$ cat config.mk
export PLATFORM = sky130hd
export DESIGN_NAME = ppor_core
export DESIGN_NICKNAME = d
export VERILOG_FILES = /design/src/sv/ppor_pkg.sv /design/src/sv/ppor_core.sv
export SDC_FILE = /design/constraint.sdc
export NUM_CORES = 1
export LEC_CHECK = 0
export BUFFER_PORTS_ARGS = -buffer_cell sky130_fd_sc_hd__buf_2
export CAP_MARGIN = 10
export CORE_MARGIN = 5
export CORE_UTILIZATION = 40
export DETAILED_ROUTE_END_ITERATION = 8
export HOLD_SLACK_MARGIN = 0.15
export PLACE_DENSITY = 0.68
export SETUP_SLACK_MARGIN = 0.15
export SYNTH_ARGS = -nofsm -noshare
export SYNTH_HDL_FRONTEND = slang
export SYNTH_SLANG_ARGS = --single-unit
export TNS_END_PERCENT = 50
$ cat constraint.sdc
create_clock -name clk -period 7.2 [get_ports clk]
set_input_delay 0.72 -clock clk [delete_from_list [all_inputs] [get_ports clk]]
set_output_delay 0.72 -clock clk [all_outputs]
set_load 0.05 [all_outputs]
$ cat src/sv/ppor_pkg.sv
package ppor_pkg;

  localparam int OFFSET_BITS      = 28;
  localparam int MAP_W            = 18;
  localparam int LOW_W            = 20;
  localparam int SHIFT_W          = 5;
  localparam int SEG_CALC_W       = 32;
  localparam int PAGE_CALC_W      = MAP_W + (1 << SHIFT_W) - 1;
  localparam int PADDR_W          = 4;
  localparam int DEF_SEG_ENTRIES  = 262144;
  localparam int DEF_NUM_PAGES    = 16384;

  localparam logic [SHIFT_W-1:0] RST_SEGMENT_SHIFT = SHIFT_W'(10);
  localparam logic [SHIFT_W-1:0] RST_PAGE_SHIFT    = SHIFT_W'(14);
  localparam logic               RST_USE_PREFERRED = 1'b1;
  localparam logic [MAP_W-1:0]   MAP_ALL_ONES      = {MAP_W{1'b1}};

  localparam logic [1:0] REG_SEGMENT_SHIFT = 2'd0;
  localparam logic [1:0] REG_PAGE_SHIFT    = 2'd1;
  localparam logic [1:0] REG_USE_PREFERRED = 2'd2;

  typedef enum logic [1:0] {
    MODE_CLEAR   = 2'd0,
    MODE_LOAD    = 2'd1,
    MODE_PREMARK = 2'd2,
    MODE_CAND    = 2'd3
  } mode_t;

  typedef struct packed {
    mode_t                   mode;
    logic [OFFSET_BITS-1:0]  candidate_offset;
    logic                    first_candidate;
    logic                    last_candidate;
    logic [MAP_W-1:0]        table_index;
    logic [MAP_W-1:0]        table_value;
  } in_word_t;

  typedef struct packed {
    logic [OFFSET_BITS-1:0]  remap_offset;
    logic                    hit_marked_page;
  } out_word_t;

  typedef struct packed {
    logic [SHIFT_W-1:0]  segment_shift;
    logic [SHIFT_W-1:0]  page_shift;
    logic                use_preferred;
  } cfg_t;

  // page number of a mapped segment
  function automatic logic [PAGE_CALC_W-1:0] page_of(input logic [MAP_W-1:0] mapped,
                                                      input logic [SHIFT_W-1:0] seg_sh,
                                                      input logic [SHIFT_W-1:0] page_sh);
    logic [PAGE_CALC_W-1:0] byte_addr;
    byte_addr = PAGE_CALC_W'(mapped) << seg_sh;
    return byte_addr >> page_sh;
  endfunction

endpackage

$ cat src/sv/ppor_core.sv
module ppor_core import ppor_pkg::*; #(
  parameter int SEG_ENTRIES  = DEF_SEG_ENTRIES,
  parameter int NUM_PAGES    = DEF_NUM_PAGES,
  localparam int SEG_AW = $clog2(SEG_ENTRIES),
  localparam int PG_AW  = $clog2(NUM_PAGES)
) (
  input  logic              clk,
  input  logic              rst_n,
  input  cfg_t              cfg,
  input  logic              in_valid,
  output logic              in_stall,
  input  in_word_t          in_data,
  output logic              out_valid,
  input  logic              out_stall,
  output out_word_t         out_data,
  output logic              seg_we,
  output logic [SEG_AW-1:0] seg_waddr,
  output logic [MAP_W-1:0]  seg_wdata,
  output logic [SEG_AW-1:0] seg_raddr,
  input  logic [MAP_W-1:0]  seg_rdata,
  output logic              mark_we,
  output logic [PG_AW-1:0]  mark_waddr,
  output logic              mark_wdata,
  output logic [PG_AW-1:0]  mark_raddr,
  input  logic              mark_rdata
);

  typedef enum logic [2:0] {
    S_CLEAR,
    S_IDLE,
    S_MAP,
    S_PAGE,
    S_FIN
  } state_t;

  state_t           state_r, state_nxt;
  in_word_t         item_r, item_nxt;
  logic             seg_oor_r, seg_oor_nxt;
  logic [MAP_W-1:0] mapped_r, mapped_nxt;
  logic             page_oor_r, page_oor_nxt;
  logic             hit_r, hit_nxt;
  logic [MAP_W-1:0] best_r, best_nxt;
  logic [LOW_W-1:0] low_r, low_nxt;
  logic             out_valid_r, out_valid_nxt;
  out_word_t        out_data_r, out_data_nxt;
  logic [PG_AW-1:0] clr_cnt_r, clr_cnt_nxt;

  logic                   accept;
  logic [SEG_CALC_W-1:0]  seg_full;
  logic [SEG_CALC_W-1:0]  tidx_full;
  logic [MAP_W-1:0]       mapped;
  logic [MAP_W-1:0]       page_src;
  logic [PAGE_CALC_W-1:0] page_full;
  logic                   page_oor;
  logic [OFFSET_BITS-1:0] low_mask;
  logic [LOW_W-1:0]       low_in;
  logic                   marked;
  logic                   emit_ok;
  logic                   hit_e;
  logic [MAP_W-1:0]       best_e;
  logic [LOW_W-1:0]       low_e;
  logic [PAGE_CALC_W-1:0] best_wide;
  logic [OFFSET_BITS-1:0] new_off;

  assign in_stall  = (state_r != S_IDLE);
  assign accept    = in_valid && (state_r == S_IDLE);
  assign out_valid = out_valid_r;
  assign out_data  = out_data_r;

  assign seg_full  = SEG_CALC_W'(in_data.candidate_offset) >> cfg.segment_shift;
  assign seg_raddr = seg_full[SEG_AW-1:0];
  assign tidx_full = SEG_CALC_W'(in_data.table_index);
  assign seg_we    = accept && (in_data.mode == MODE_LOAD) &&
                     (tidx_full < SEG_CALC_W'(SEG_ENTRIES));
  assign seg_waddr = tidx_full[SEG_AW-1:0];
  assign seg_wdata = in_data.table_value;

  assign mapped     = seg_oor_r ? '0 : seg_rdata;
  assign page_src   = (state_r == S_FIN) ? best_r : mapped;
  assign page_full  = page_of(page_src, cfg.segment_shift, cfg.page_shift);
  assign page_oor   = (page_full >= PAGE_CALC_W'(NUM_PAGES));
  assign mark_raddr = page_full[PG_AW-1:0];

  assign low_mask = ~({OFFSET_BITS{1'b1}} << cfg.segment_shift);
  assign low_in   = LOW_W'(item_r.candidate_offset & low_mask);
  assign marked   = !page_oor_r && mark_rdata;
  assign emit_ok  = !out_valid_r || !out_stall;

  assign hit_e  = item_r.first_candidate ? 1'b0 : hit_r;
  assign best_e = item_r.first_candidate ? MAP_ALL_ONES : best_r;
  assign low_e  = item_r.first_candidate ? '0 : low_r;

  assign best_wide = PAGE_CALC_W'(best_r) << cfg.segment_shift;
  assign new_off   = best_wide[OFFSET_BITS-1:0] + OFFSET_BITS'(low_r);

  always_comb begin
    state_nxt     = state_r;
    item_nxt      = item_r;
    seg_oor_nxt   = seg_oor_r;
    mapped_nxt    = mapped_r;
    page_oor_nxt  = page_oor_r;
    hit_nxt       = hit_r;
    best_nxt      = best_r;
    low_nxt       = low_r;
    out_valid_nxt = out_valid_r && out_stall;
    out_data_nxt  = out_data_r;
    clr_cnt_nxt   = clr_cnt_r;
    mark_we       = 1'b0;
    mark_waddr    = mark_raddr;
    mark_wdata    = 1'b1;

    unique case (state_r)
      S_CLEAR: begin
        mark_we     = 1'b1;
        mark_waddr  = clr_cnt_r;
        mark_wdata  = 1'b0;
        clr_cnt_nxt = clr_cnt_r + PG_AW'(1);
        if (clr_cnt_r == PG_AW'(NUM_PAGES - 1)) begin
          state_nxt = S_IDLE;
        end
      end
      S_IDLE: begin
        if (accept) begin
          item_nxt    = in_data;
          seg_oor_nxt = (seg_full >= SEG_CALC_W'(SEG_ENTRIES));
          unique case (in_data.mode) inside
            MODE_CLEAR: begin
              state_nxt   = S_CLEAR;
              clr_cnt_nxt = '0;
              hit_nxt     = 1'b0;
              best_nxt    = MAP_ALL_ONES;
              low_nxt     = '0;
            end
            MODE_LOAD: begin
              state_nxt = S_IDLE;
            end
            MODE_PREMARK, MODE_CAND: begin
              state_nxt = S_MAP;
            end
            default: begin
              state_nxt = S_IDLE;
            end
          endcase
        end
      end
      S_MAP: begin
        mapped_nxt   = mapped;
        page_oor_nxt = page_oor;
        if (item_r.mode == MODE_PREMARK) begin
          mark_we   = !page_oor;
          state_nxt = S_IDLE;
        end else begin
          state_nxt = S_PAGE;
        end
      end
      S_PAGE: begin
        hit_nxt  = hit_e;
        best_nxt = best_e;
        low_nxt  = low_e;
        if (!hit_e) begin
          if (cfg.use_preferred && marked) begin
            hit_nxt  = 1'b1;
            best_nxt = mapped_r;
            low_nxt  = low_in;
          end else if (item_r.first_candidate || (mapped_r < best_e)) begin
            best_nxt = mapped_r;
            low_nxt  = low_in;
          end
        end
        state_nxt = item_r.last_candidate ? S_FIN : S_IDLE;
      end
      S_FIN: begin
        if (emit_ok) begin
          out_valid_nxt = 1'b1;
          out_data_nxt  = '{remap_offset: new_off, hit_marked_page: hit_r};
          mark_we       = !hit_r && !page_oor;
          hit_nxt       = 1'b0;
          best_nxt      = MAP_ALL_ONES;
          low_nxt       = '0;
          state_nxt     = S_IDLE;
        end
      end
      default: begin
        state_nxt = S_IDLE;
      end
    endcase
  end

  always_ff @(posedge clk) begin
    if (!rst_n) begin
      state_r     <= S_CLEAR;
      clr_cnt_r   <= '0;
      hit_r       <= 1'b0;
      best_r      <= MAP_ALL_ONES;
      low_r       <= '0;
      out_valid_r <= 1'b0;
    end else begin
      state_r     <= state_nxt;
      clr_cnt_r   <= clr_cnt_nxt;
      hit_r       <= hit_nxt;
      best_r      <= best_nxt;
      low_r       <= low_nxt;
      out_valid_r <= out_valid_nxt;
    end
    item_r     <= item_nxt;
    seg_oor_r  <= seg_oor_nxt;
    mapped_r   <= mapped_nxt;
    page_oor_r <= page_oor_nxt;
    out_data_r <= out_data_nxt;
  end

endmodule

; ---- Yosys cells after proc, flatten, opt, wreduce, memory -nomap -nowiden
; Cells that the tools add are included.
[totals]
regBits = 130
out_inout_bits = 116
wordCells = 108
[op_classes]
add_sub_neg = 2
order_cmp = 4
n_eq_ne = 14
shifts = 5
muxes = 42
bitwise_logic = 2
n_reduce_logical = 24
[op_table]
columns = op, n
row1 = $mux W18, 9
row2 = $mux W20, 7
row3 = $pmux W20 S3, 1
row4 = $pmux W18 S3, 1
row5 = $ge A49 B15 Y1 const B, 1
row6 = $shl A18 B5 Y49, 1
row7 = $shr A49 B5 Y49, 1
row8 = $mux W14, 3
row9 = $ge A32 B19 Y1 const B, 1
row10 = $shr A28 B5 Y32, 1
row11 = $add A28 B20 Y28, 1
row12 = $pmux W14 S2, 1
row13 = $shl A18 B5 Y28, 1
row14 = $shl A28 B5 Y20 const A, 1
row15 = $and A20 B20 Y20, 1
row16 = $not A20 Y20, 1
row17 = $lt A18 B19 Y1 const B, 1
row18 = $lt A18 B18 Y1, 1
row19 = $pmux W3 S5, 1
row20 = $add A14 B1 Y14 const B, 1
row21 = $eq A14 B14 Y1 const B, 1
row22 = $mux W3, 4
row23 = $mux W1, 11
row24 = $logic_and A1 B1 Y1, 7
row25 = 21 further kinds, 34

; ---- Depth between registers and ports, before layout
; Gate-level depths: netlist of the first run.
[logic_depth]
depth_word = 9
depth_mapped = 23

; ---- Worst setup path before layout of the first run
; Ideal clock, no wire load.
[synth_path]
path_kind = input -> output
startpoint = input cfg[6] in the netlist's numbering
endpoint = output mark_waddr[8]
t_arrival_ns = 4.615
required_time_ns = 6.480
slack_ns = 1.865
path_stages = 13
cell_sequence = buf_2 buf_6 buf_4 mux2i_1 nor3_1 nor2_1 a222oi_1 a222oi_1 mux4_2 a2bb2oi_1 mux2_2 mux2i_1 mux2_2
[synth_between]
elab_chain_len = 3
[synth_lines]
columns = element, line
row1 = from (decl), ppor_core.sv:9  ; input cfg_t cfg,
row2 = $shl A18 B5 Y49, ppor_pkg.sv:54  ; byte_addr = PAGE_CALC_W'(mapped) << seg_sh;
row3 = $shr A49 B5 Y49, ppor_pkg.sv:55  ; return byte_addr >> page_sh;
row4 = via mark_raddr[8], ppor_core.sv:24  ; output logic [PG_AW-1:0] mark_raddr,
row5 = $mux W14, ppor_core.sv:112  ; unique case (state_r)
row6 = to (decl), ppor_core.sv:22  ; output logic [PG_AW-1:0] mark_waddr,
; The timed path passes the listed nets, and every way through them passes these cells.

; ---- Worst setup path after layout of the first run
[layout_path]
startpoint = register state_r[1]
endpoint = output mark_we
[layout_between]
elab_chain_len = 9
elab_cells_between_ends = 12
[layout_lines]
columns = element, line
row1 = from (decl), ppor_core.sv:36  ; state_t state_r, state_nxt;
row2 = from (signal assigned), ppor_core.sv:198  ; state_r <= state_nxt;
row3 = $eq A3 B3 Y1, "ppor_core.sv:79, ppor_core.sv:112"
row4 = $mux W18, ppor_core.sv:79  ; assign page_src = (state_r == S_FIN) ? best_r : mapped;
row5 = $shl A18 B5 Y49, ppor_pkg.sv:54
row6 = $shr A49 B5 Y49, ppor_pkg.sv:55
row7 = $ge A49 B15 Y1, ppor_core.sv:81  ; assign page_oor = (page_full >= PAGE_CALC_W'(NUM_PAGES));
row8 = $logic_not A1 Y1, "ppor_core.sv:150, ppor_core.sv:176"
row9 = $logic_and A1 B1 Y1, ppor_core.sv:176  ; mark_we = !hit_r && !page_oor;
row10 = $mux W1, ppor_core.sv:173  ; if (emit_ok) begin
row11 = $pmux W1 S3 (*), ppor_core.sv:112
row12 = to (decl), ppor_core.sv:21  ; output logic mark_we,
; Every way passes the cells marked *; elsewhere a longest branch is shown, timed or not.

==> impl_metrics.env, run 1 <==
export IMPL_worst_slack_ns=0.418
export IMPL_p_per_area_nw_per_um2=155
export IMPL_critPathArrivalTime_ns=6.06
export IMPL_gp_congestion=1.03
export IMPL_port_buffers=145
export IMPL_cp_max_fo=24
export IMPL_yosysUniqueCellTypes=94
export IMPL_die_area_sq_um=39000
export IMPL_holdWs_ns=0.467
export IMPL_worstPathRequired_ns=6.48
export IMPL_r2r_start="state_r[1]"
export IMPL_r2r_end="page_oor_r"
export IMPL_die_y_um=197
export IMPL_grt_setup_unrepaired="no"
export IMPL_slew_headroom_pct=25.8
export IMPL_grt_pass1_vias=14200
export IMPL_syn_area_sq_um=14100
export IMPL_ant_nets=0
export IMPL_insertion_delay_ns=0.43
export IMPL_antenna_found_initial=1
export IMPL_maxCapViolations=0
export IMPL_root_buffer="clkbuf_16"
export IMPL_io_pins=218
export IMPL_core_area_sq_um=34600
export IMPL_endpoint_kind="primary output"
export IMPL_synthAdderAreaFrac_pct=3.52
export IMPL_cts_sinks=130
export IMPL_avgRoutedWirePerCell_um=26.3
export IMPL_avgSynthCellArea_sq_um=7.88
export IMPL_rrSetupSlack_ns=1.65
export IMPL_start_kind="flip-flop"
export IMPL_htreeDepth=4
export IMPL_final_hold_violation_count=0
export IMPL_ys_flop_type="edfxtp_1"
export IMPL_status="completed"
export IMPL_power_mw=2.39
export IMPL_hold_class="input port to flip-flop"
export IMPL_worstRegToRegCells=13
export IMPL_drtPass1Iterations=6
export IMPL_busiest_layer="met2"
export IMPL_finalClockSkew_ns=0.0104
export IMPL_met1_usage_pct=42.5
export IMPL_ys_seq_area_share_pct=23.7
export IMPL_post_cts_setup_buffers=0
export IMPL_setup_viol=0
export IMPL_synth_compound_area_share_pct=27.3
export IMPL_worstHoldStart="in_data[36]"
export IMPL_fmax_ghz=0.147
export IMPL_fin_nets=1966
export IMPL_clockBufferDepth=2
export IMPL_setup_tns_ns=0
export IMPL_synth_mux_area_share_pct=14.2
export IMPL_synth_top_family_by_area="compound AO/OA/AOI/OAI gates"
export IMPL_cts_resized_gates=0
export IMPL_antenna_cells=0
export IMPL_vias=15400
export IMPL_dpl_hpwl_um=46600
export IMPL_drive_gt1_share_pct=17.5
export IMPL_cts_tree="built"
export IMPL_synthXorXnorAreaFrac_pct=1.87
export IMPL_grtUsageMet2_pct=44.5
export IMPL_power_leakage_nw=6.10
export IMPL_final_period_utilization_pct=94.2
export IMPL_grt_max_degree=60
export IMPL_syn_nets=1925
export IMPL_fp_row_count=68
export IMPL_ys_seq_elements=130
export IMPL_drtIter0Drc=2005
export IMPL_drcViolationCount=0
export IMPL_initial_core_util_pct=40.6
export IMPL_synthCells=1784
export IMPL_die_w_um=197
export IMPL_worstMarginPinSlew_ns=1.11
export IMPL_yosys_area_share_simple_pct=22.6
export IMPL_vias_per_cell=6.70
export IMPL_crit_type="flip-flop to primary output"
export IMPL_hold_depth=1
export IMPL_clkTransAtPathRegs_ns=0.06
export IMPL_min_period_ns=6.78
export IMPL_wirelength_um=60200
export IMPL_place_ws_ns=0.890
export IMPL_cts_hold_buffers=0
export IMPL_synth_edf_count=73
export IMPL_async_reset_ff_share_pct=0
export IMPL_maxSlewViolCount=0
export IMPL_irDropWorstVdd_mv=0.165
export IMPL_holdPathEnd="item_r[36]"
export IMPL_grt_pass1_wl_um=89600
export IMPL_cts_made_buffers=17
export IMPL_area_delta_synth_final_pct=10.1
export IMPL_grt_use_total_pct=29.5
export IMPL_use_met3_pct=5.76
export IMPL_yosys_warnings=0
export IMPL_globalRoute_totalOverflow=0
## where the power goes
part	switching [mW]	internal (mW)
logic	0.531	0.238
registers	0.00173	0.784
clock network	0.383	0.456
## layout make-up
type | count | area, sq um
clock buffer | 17 | 425
clock inverter | 15 | 140
fill | 3527 | 19200
inverter | 36 | 135
multi-input combinational | 1449 | 9800
sequential | 130 | 3330
tap | 455 | 569
timing repair buffer | 191 | 1070
## through the flow
stage	cells	cell area, sq um	util, %
3_3_place_gp	2261	14900	43.1
6_report	2293	15500	44.7
5_1_grt	2293	15500	44.7
3_5_place_dp	2261	14900	43.1
4_1_cts	2293	15500	44.7
2_1_floorplan	1784	14100	-
## sequential cells by signal, indices dropped and copies added (netlist names)
signal and cells:
out_valid 1, page_oor_r 1, best_r 18, hit_r 1
clr_cnt_r 14, seg_oor_r 1, out_data 29, low_r 20
item_r 24, mapped_r 18, state_r 3
## worst max-delay path: stages (launching register included)
cell	delay [ns]
dfxtp_1	0.59
or3b_1	0.91
buf_4	0.31
mux2i_1	0.61
o31ai_1	0.21
o21ai_0	0.14
o21ai_0	0.13
o32a_1	0.39
a221oi_1	0.65
mux2i_1	0.24
nor4_1	0.41
o211ai_1	0.17
a211oi_2	0.31
a31o_1	0.24
buf_2	0.29
## logic make-up (layout without fill, tap and decap cells)
kind of cell	after synthesis	count (layout)
adder cells (fa/ha/maj)	39	39
multiplexers	148	148
flip-flops	130	130
AO/OA/AOI/OAI	539	539
XOR/XNOR	30	30
buffers and inverters	205	259
AND/OR/NAND/NOR	693	693
## synth_stat cells (10+ instances only)
| cell type | n | area [sq um] |
|---|---|---|
| a22oi_1 | 18 | 135 |
| edfxtp_1 | 73 | 2190 |
| o221ai_1 | 26 | 228 |
| or3_1 | 20 | 125 |
| ha_1 | 38 | 475 |
| o21a_1 | 17 | 128 |
| nand2_1 | 222 | 833 |
| o21ai_0 | 115 | 576 |
| nor2_1 | 215 | 807 |
| nor4_1 | 12 | 75.1 |
| and3_1 | 15 | 93.8 |
| o22ai_1 | 20 | 125 |
| mux2i_1 | 84 | 841 |
| a21oi_1 | 81 | 405 |
| buf_2 | 14 | 70.1 |
| o32ai_1 | 18 | 158 |
| nand4_1 | 13 | 81.3 |
| a31oi_1 | 26 | 163 |
| o31ai_1 | 10 | 75.1 |
| and2_1 | 13 | 81.3 |
| inv_1 | 32 | 120 |
| xor2_1 | 16 | 140 |
| o211ai_1 | 13 | 97.6 |
| nor3_1 | 53 | 265 |
| buf_1 | 20 | 75.1 |
| a211oi_1 | 27 | 203 |
| a32oi_1 | 10 | 87.6 |
| or2_2 | 13 | 81.3 |
| xnor2_1 | 14 | 123 |
| nand3_1 | 46 | 230 |
| o22a_1 | 21 | 184 |
| dfxtp_1 | 57 | 1140 |
| buf_4 | 38 | 285 |
| a221oi_1 | 10 | 87.6 |
| nand2b_1 | 13 | 81.3 |
| clkbuf_1 | 93 | 349 |
| mux4_2 | 37 | 833 |
| mux2_2 | 24 | 270 |
| a21o_1 | 17 | 128 |
| nor2b_1 | 32 | 200 |
## routing by layer
layer / wire (um) / vias to the layer above
met4: 2210 / 2
li1: - / 6812
met3: 6660 / 138
met5: 20 / -
met2: 25700 / 1041
met1: 25600 / 7381
## how the worst max path moves through the flow
stage                from            end  slack [ns]  cells past startpoint
2_1_floorplan      cfg[6]  mark_waddr[8]        1.87                     13
3_3_place_gp       cfg[6]        mark_we        1.02                     13
3_5_place_dp       cfg[6]        mark_we        0.89                     15
4_1_cts        state_r[1]        mark_we        0.59                     13
5_1_grt        state_r[1]        mark_we        0.21                     13
6_report       state_r[1]        mark_we        0.42                     14
## placed cells by master, fill, tap and decap left out, types with 15 or more instances in the layout
cell / instances
nand2_1: 222
nor2_1: 215
buf_2: 144
o21ai_0: 115
mux2i_1: 84
a21oi_1: 80
edfxtp_1: 73
dfxtp_1: 57
nor3_1: 52
buf_4: 47
nand3_1: 46
ha_1: 38
mux4_2: 37
nor2b_1: 32
inv_1: 30
a211oi_1: 27
a31oi_1: 26
o221ai_1: 26
mux2_2: 24
o22a_1: 21
o22ai_1: 20
or3_1: 20
a22oi_1: 18
o32ai_1: 18
o21a_1: 17
a21o_1: 17
clkbuf_16: 17
xor2_1: 16
and3_1: 15
(Power assumes the default switching activity.)
==> run 2: changes to the inputs <==
==> constraint.sdc (replaced) <==
create_clock -name clk -period 8.7 [get_ports clk]
set_input_delay 0.87 -clock clk [delete_from_list [all_inputs] [get_ports clk]]
set_output_delay 0.87 -clock clk [all_outputs]
set_load 0.05 [all_outputs]
==> run 2 against run 1 <==
  * Worst hold slack gained 0.020 ns
  * Power shrank 15%
  * Count of clock-buffer cells in the layout grew 7
  * Largest power group unchanged
  * Global-route usage shrank 0.86 points
  * Clock power shrank 11%
  * Critical path depth grew 1
==> impl_metrics.env, run 2 (synthesis results as in run 1) <==
export IMPL_place_ws_ns=1.70
export IMPL_finalNonFillerCells=2282
export IMPL_cts_sinks=130
export IMPL_largest_reg_flops=29
export IMPL_grt_pass1_wl_um=87700
export IMPL_critPathArrivalTime_ns=6.34
export IMPL_cts_hold_buffers=0
export IMPL_setup_tns_ns=0
export IMPL_status="completed"
export IMPL_endpoint_kind="primary output"
export IMPL_crit_type="input port to primary output"
export IMPL_vias_per_cell=6.70
export IMPL_drive_gt1_share_pct=16.9
export IMPL_path_cells="buf_4, buf_4, mux2i_1, nor2_1, nor3_2, o311ai_0, a21oi_1, o21ai_0, a31oi_1, a22oi_1, a2111oi_0, a211oi_1, a211oi_2, a31o_1, buf_2"
export IMPL_cts_tree="built"
export IMPL_slew_headroom_pct=22.7
export IMPL_dpl_hpwl_um=44400
export IMPL_p_per_area_nw_per_um2=131
export IMPL_vias=15300
export IMPL_final_hold_violation_count=0
export IMPL_htreeDepth=4
export IMPL_power_leakage_nw=6.09
export IMPL_post_cts_setup_buffers=0
export IMPL_irDropWorstVdd_mv=0.132
export IMPL_maxCapViolations=0
export IMPL_grt_pass1_vias=14000
export IMPL_io_pins=218
export IMPL_ant_nets=0
export IMPL_clockBufferDepth=2
export IMPL_cp_slowest_cell="a31oi_1"
export IMPL_avgRoutedWirePerCell_um=25.4
export IMPL_grt_use_total_pct=28.6
export IMPL_fp_row_count=68
export IMPL_drtPass1Iterations=7
export IMPL_core_area_sq_um=34600
export IMPL_hold_class="flip-flop to flip-flop"
export IMPL_crit_family="compound AO/OA/AOI/OAI gates"
export IMPL_gp_congestion=1.04
export IMPL_finalClockSkew_ns=0.0123
export IMPL_initial_core_util_pct=40.6
export IMPL_final_common_cell="nand2_1"
export IMPL_min_period_ns=7.21
export IMPL_die_w_um=197
export IMPL_grt_max_degree=78
export IMPL_path_common_cell="buf_4"
export IMPL_path_buf_inv=3
export IMPL_maxSlewViolCount=0
export IMPL_worstMarginPinSlew_ns=1.16
export IMPL_placedCellCount=2249
export IMPL_antenna_found_initial=0
export IMPL_root_buffer="clkbuf_16"
export IMPL_insertion_delay_ns=0.42
export IMPL_fmax_ghz=0.139
export IMPL_fin_nets=1955
export IMPL_start_kind="input port"
export IMPL_drtIter0Drc=2284
export IMPL_antenna_cells=0
export IMPL_slowest_delay_ns=0.72
export IMPL_globalRoute_totalOverflow=0
export IMPL_die_y_um=197
export IMPL_worstPathRequired_ns=7.83
export IMPL_fill_cells=3410
export IMPL_final_period_utilization_pct=82.9
export IMPL_setup_viol=0
export IMPL_cts_made_buffers=17
export IMPL_grt_setup_unrepaired="no"
export IMPL_cts_resized_gates=0
export IMPL_final_cell_mix="nand2_1, nor2_1, buf_2"
export IMPL_wirelength_um=58000
export IMPL_clkTransAtPathRegs_ns=0.06
export IMPL_area_delta_synth_final_pct=9.89
export IMPL_drcViolationCount=0
export IMPL_worst_slack_ns=1.49
export IMPL_die_area_sq_um=39000
export IMPL_cp_max_fo=53
export IMPL_port_buffers=145
[run 2: cell types whose count changed in the layout (fill, tap and decap cells not counted)]
cell / before / now
inv_8: 3 / 1
clkbuf_1: 0 / 1
inv_6: 6 / 5
clkinv_2: 1 / 0
o21ai_1: 2 / 3
buf_4: 47 / 35
clkbuf_2: 0 / 1
clkinv_8: 1 / 0
o21ai_2: 1 / 0
clkbuf_8: 0 / 2
clkinvlp_4: 2 / 0
clkbuf_16: 17 / 21
[run 2: path summary, 6_finish.rpt]
check / startpoint / endpoint / slack, ns / depth (start not counted)
setup / recovery: cfg[6] / mark_we / 1.49 / 15
hold / removal: hit_r / out_data[0] / 0.49 / 0
setup reg to reg: seg_oor_r / page_oor_r / 3.37 / 13
hold reg to reg: hit_r / out_data[0] / 0.49 / 0
[run 2: worst register-to-register path, delay by kind of cell (launching register included)]
kind	cells	cell delay [ns]
buffers and inverters	1	0.17
AO/OA/AOI/OAI	7	2.68
AND/OR/NAND/NOR	4	0.97
flip-flops	1	1.02
multiplexers	1	0.22
[run 2: area by class of cell]
class / instances / area, sq um / area share, %
clock buffer: 24 / 557 / 3.60
clock inverter: 8 / 72.6 / 0.470
inverter: 36 / 135 / 0.875
multi-input combinational: 1449 / 9800 / 63.4
sequential: 130 / 3330 / 21.6
tap: 455 / 569 / 3.68
timing repair buffer: 180 / 988 / 6.40
[run 2: per-stage QoR]
stage | hold WS (ns) | instance area [sq um] | power [mW] | util (%)
4_1_cts | 0.483 | 15400 | 2.01 | 44.6
3_3_place_gp | 0.460 | 14800 | 1.27 | 42.8
3_5_place_dp | 0.470 | 14800 | 1.27 | 42.8
6_report | 0.486 | 15500 | 2.03 | 44.6
5_1_grt | 0.494 | 15500 | 2.09 | 44.6
2_1_floorplan | 0.424 | 14100 | 1.13 | -
[run 2: power by group]
part           leakage [nW]  internal (mW)  switching (mW)  total [mW]
clock                 0.311          0.457           0.295       0.751
sequential             1.12          0.649         0.00151       0.650
combinational          4.65          0.194           0.431       0.626
total                  6.09           1.30           0.727        2.03
[run 2: layer usage]
metal | track usage [%] | share of wire [%]
met5 | 0 | 0
met2 | 42.5 | 43
met4 | 10.6 | 4.2
met3 | 6.53 | 11
met1 | 40.7 | 42
==> run 3: changes to the inputs <==
==> constraint.sdc (replaced) <==
create_clock -name clk -period 6.7 [get_ports clk]
set_input_delay 0.67 -clock clk [delete_from_list [all_inputs] [get_ports clk]]
set_output_delay 0.67 -clock clk [all_outputs]
set_load 0.05 [all_outputs]
==> run 3 against run 2 <==
  * Core utilization up 0.50 points
  * Power up 30%
  * First-iteration DRC count down 0.88%
  * Via count up 1.2%
  * Sequential cell count unchanged
  * Sequential power up 30%
  * Wire length up 3.7%
  * Highest routed layer unchanged
==> impl_metrics.env, run 3 (synthesis results as in run 1) <==
export IMPL_status="completed"
export IMPL_setup_viol=0
export IMPL_core_area_sq_um=34600
export IMPL_worstRegToRegCells=12
export IMPL_min_period_ns=6.35
export IMPL_slowest_delay_ns=0.76
export IMPL_cp_endpoint="mark_we"
export IMPL_final_common_cell="nand2_1"
export IMPL_fin_nets=1981
export IMPL_grt_use_total_pct=29.5
export IMPL_htreeDepth=4
export IMPL_placedCellCount=2276
export IMPL_holdWs_ns=0.420
export IMPL_grt_max_degree=60
export IMPL_port_buffers=145
export IMPL_p_per_area_nw_per_um2=168
export IMPL_cts_made_buffers=17
export IMPL_initial_core_util_pct=40.6
export IMPL_drive_gt1_share_pct=18.2
export IMPL_r2r_start="state_r[1]"
export IMPL_vias=15500
export IMPL_crit_family="compound AO/OA/AOI/OAI gates"
export IMPL_critPathArrivalTime_ns=5.68
export IMPL_endpoint_kind="primary output"
export IMPL_gp_congestion=1.05
export IMPL_clockBufferDepth=2
export IMPL_maxCapViolations=0
export IMPL_hold_depth=1
export IMPL_cp_slowest_cell="mux2i_1"
export IMPL_worstPathRequired_ns=6.03
export IMPL_fmax_ghz=0.158
export IMPL_insertion_delay_ns=0.43
export IMPL_drtPass1Iterations=7
export IMPL_area_delta_synth_final_pct=11.1
export IMPL_root_buffer="clkbuf_16"
export IMPL_die_area_sq_um=39000
export IMPL_final_hold_violation_count=0
export IMPL_largest_reg_flops=29
export IMPL_dpl_hpwl_um=46100
export IMPL_maxSlewViolCount=0
export IMPL_power_mw=2.63
export IMPL_cts_sinks=130
export IMPL_die_w_um=197
export IMPL_cp_max_fo=50
export IMPL_antenna_cells=0
export IMPL_finalClockSkew_ns=0.0201
export IMPL_start_kind="input port"
export IMPL_io_pins=218
export IMPL_grt_pass1_vias=14300
export IMPL_irDropWorstVdd_mv=0.168
export IMPL_grt_pass1_wl_um=90100
export IMPL_final_cell_mix="nand2_1, nor2_1, buf_2"
export IMPL_fill_cells=3495
export IMPL_path_cells="buf_4, mux2i_1, nor2_1, mux4_2, or2_2, a221o_1, a221oi_1, mux2i_1, o32ai_1, a41oi_1, nor2_1, a31o_1, buf_2"
export IMPL_clkTransAtPathRegs_ns=0.06
export IMPL_rrSetupSlack_ns=1.65
export IMPL_wirelength_um=60100
export IMPL_die_y_um=197
export IMPL_final_period_utilization_pct=94.8
export IMPL_setup_tns_ns=0
export IMPL_critPathLaunch="cfg[6]"
export IMPL_vias_per_cell=6.70
export IMPL_hold_class="input port to flip-flop"
export IMPL_globalRoute_totalOverflow=0
export IMPL_worstMarginPinSlew_ns=1.12
export IMPL_drtIter0Drc=2264
export IMPL_crit_type="input port to primary output"
export IMPL_grt_setup_unrepaired="no"
export IMPL_path_depth=13
export IMPL_slew_headroom_pct=25.5
export IMPL_antenna_found_initial=0
export IMPL_r2r_end="page_oor_r"
export IMPL_fp_row_count=68
export IMPL_cts_hold_buffers=0
export IMPL_finalNonFillerCells=2308
export IMPL_path_buf_inv=2
export IMPL_cts_tree="built"
export IMPL_avgRoutedWirePerCell_um=26.0
export IMPL_power_leakage_nw=6.19
export IMPL_ant_nets=0
export IMPL_drcViolationCount=0
==> run 3: cell count changes in the layout (fill, tap and decap cells not counted), sizes merged <==
cell / change
inv: +2
buf: +27
clkinv: -1
bufinv: +2
clkbuf: -7
clkinvlp: +3
==> run 3: final cells by class <==
type	count	area [sq um]	share of cell area (%)
clock buffers	18	429	2.75
clock inverters	14	165	1.06
inverters	36	135	0.865
multi-input cells	1449	9810	62.8
flip-flops and latches	130	3330	21.3
well taps	455	569	3.64
repair buffers	206	1190	7.59
==> run 3: repair_timing <==
action / in CTS / in global routing
setup endpoints to repair: 0 / 2
resized for setup: 0 / 1
buffers inserted: 0 / 0
==> run 3: worst min path at each step <==
stage	from	end	slack, ns
after floorplan	hit_r	out_data[0]	0.42
after global placement	item_r[53]	low_r[15]	0.46
after detailed placement	item_r[53]	low_r[15]	0.47
after CTS	in_data[36]	item_r[36]	0.42
after global routing	in_data[36]	item_r[36]	0.41
final	in_data[36]	item_r[36]	0.42
==> run 3: worst register-to-register path, stage by stage (launching register included) <==
cell,delay (ns)
dfxtp_1,0.65
or3b_2,0.60
buf_4,0.29
nor2_1,0.10
o32ai_1,0.63
a211oi_1,0.25
mux4_2,0.59
a221oi_1,0.65
mux2i_1,0.21
o32ai_1,0.35
a41oi_1,0.16
nor2_1,0.18
nand2_1,0.13
==> run 3: where the power goes <==
part	total (mW)	internal, mW	switching, mW
registers	0.844	0.842	0.00198
logic	0.830	0.262	0.568
clock network	0.958	0.561	0.398
total	2.63	1.66	0.968
==> run 3: metrics by stage <==
stage	area (sq um)	utilization, %	worst slack, ns
2_1_floorplan	14100	-	1.47
3_3_place_gp	15000	43.4	0.553
3_5_place_dp	15000	43.4	0.591
4_1_cts	15600	45.1	0.352
5_1_grt	15600	45.1	0.170
6_report	15600	45.1	0.351
==> run 3: routing by layer <==
layer  track usage (%)  vias to the layer above  wire length (um)
met3              5.10                      143              6360
met2              45.3                     1089             26300
met4              8.54                        0              2000
li1                  -                     6849                 -
met1              42.6                     7375             25500
met5                 0                        -                 0
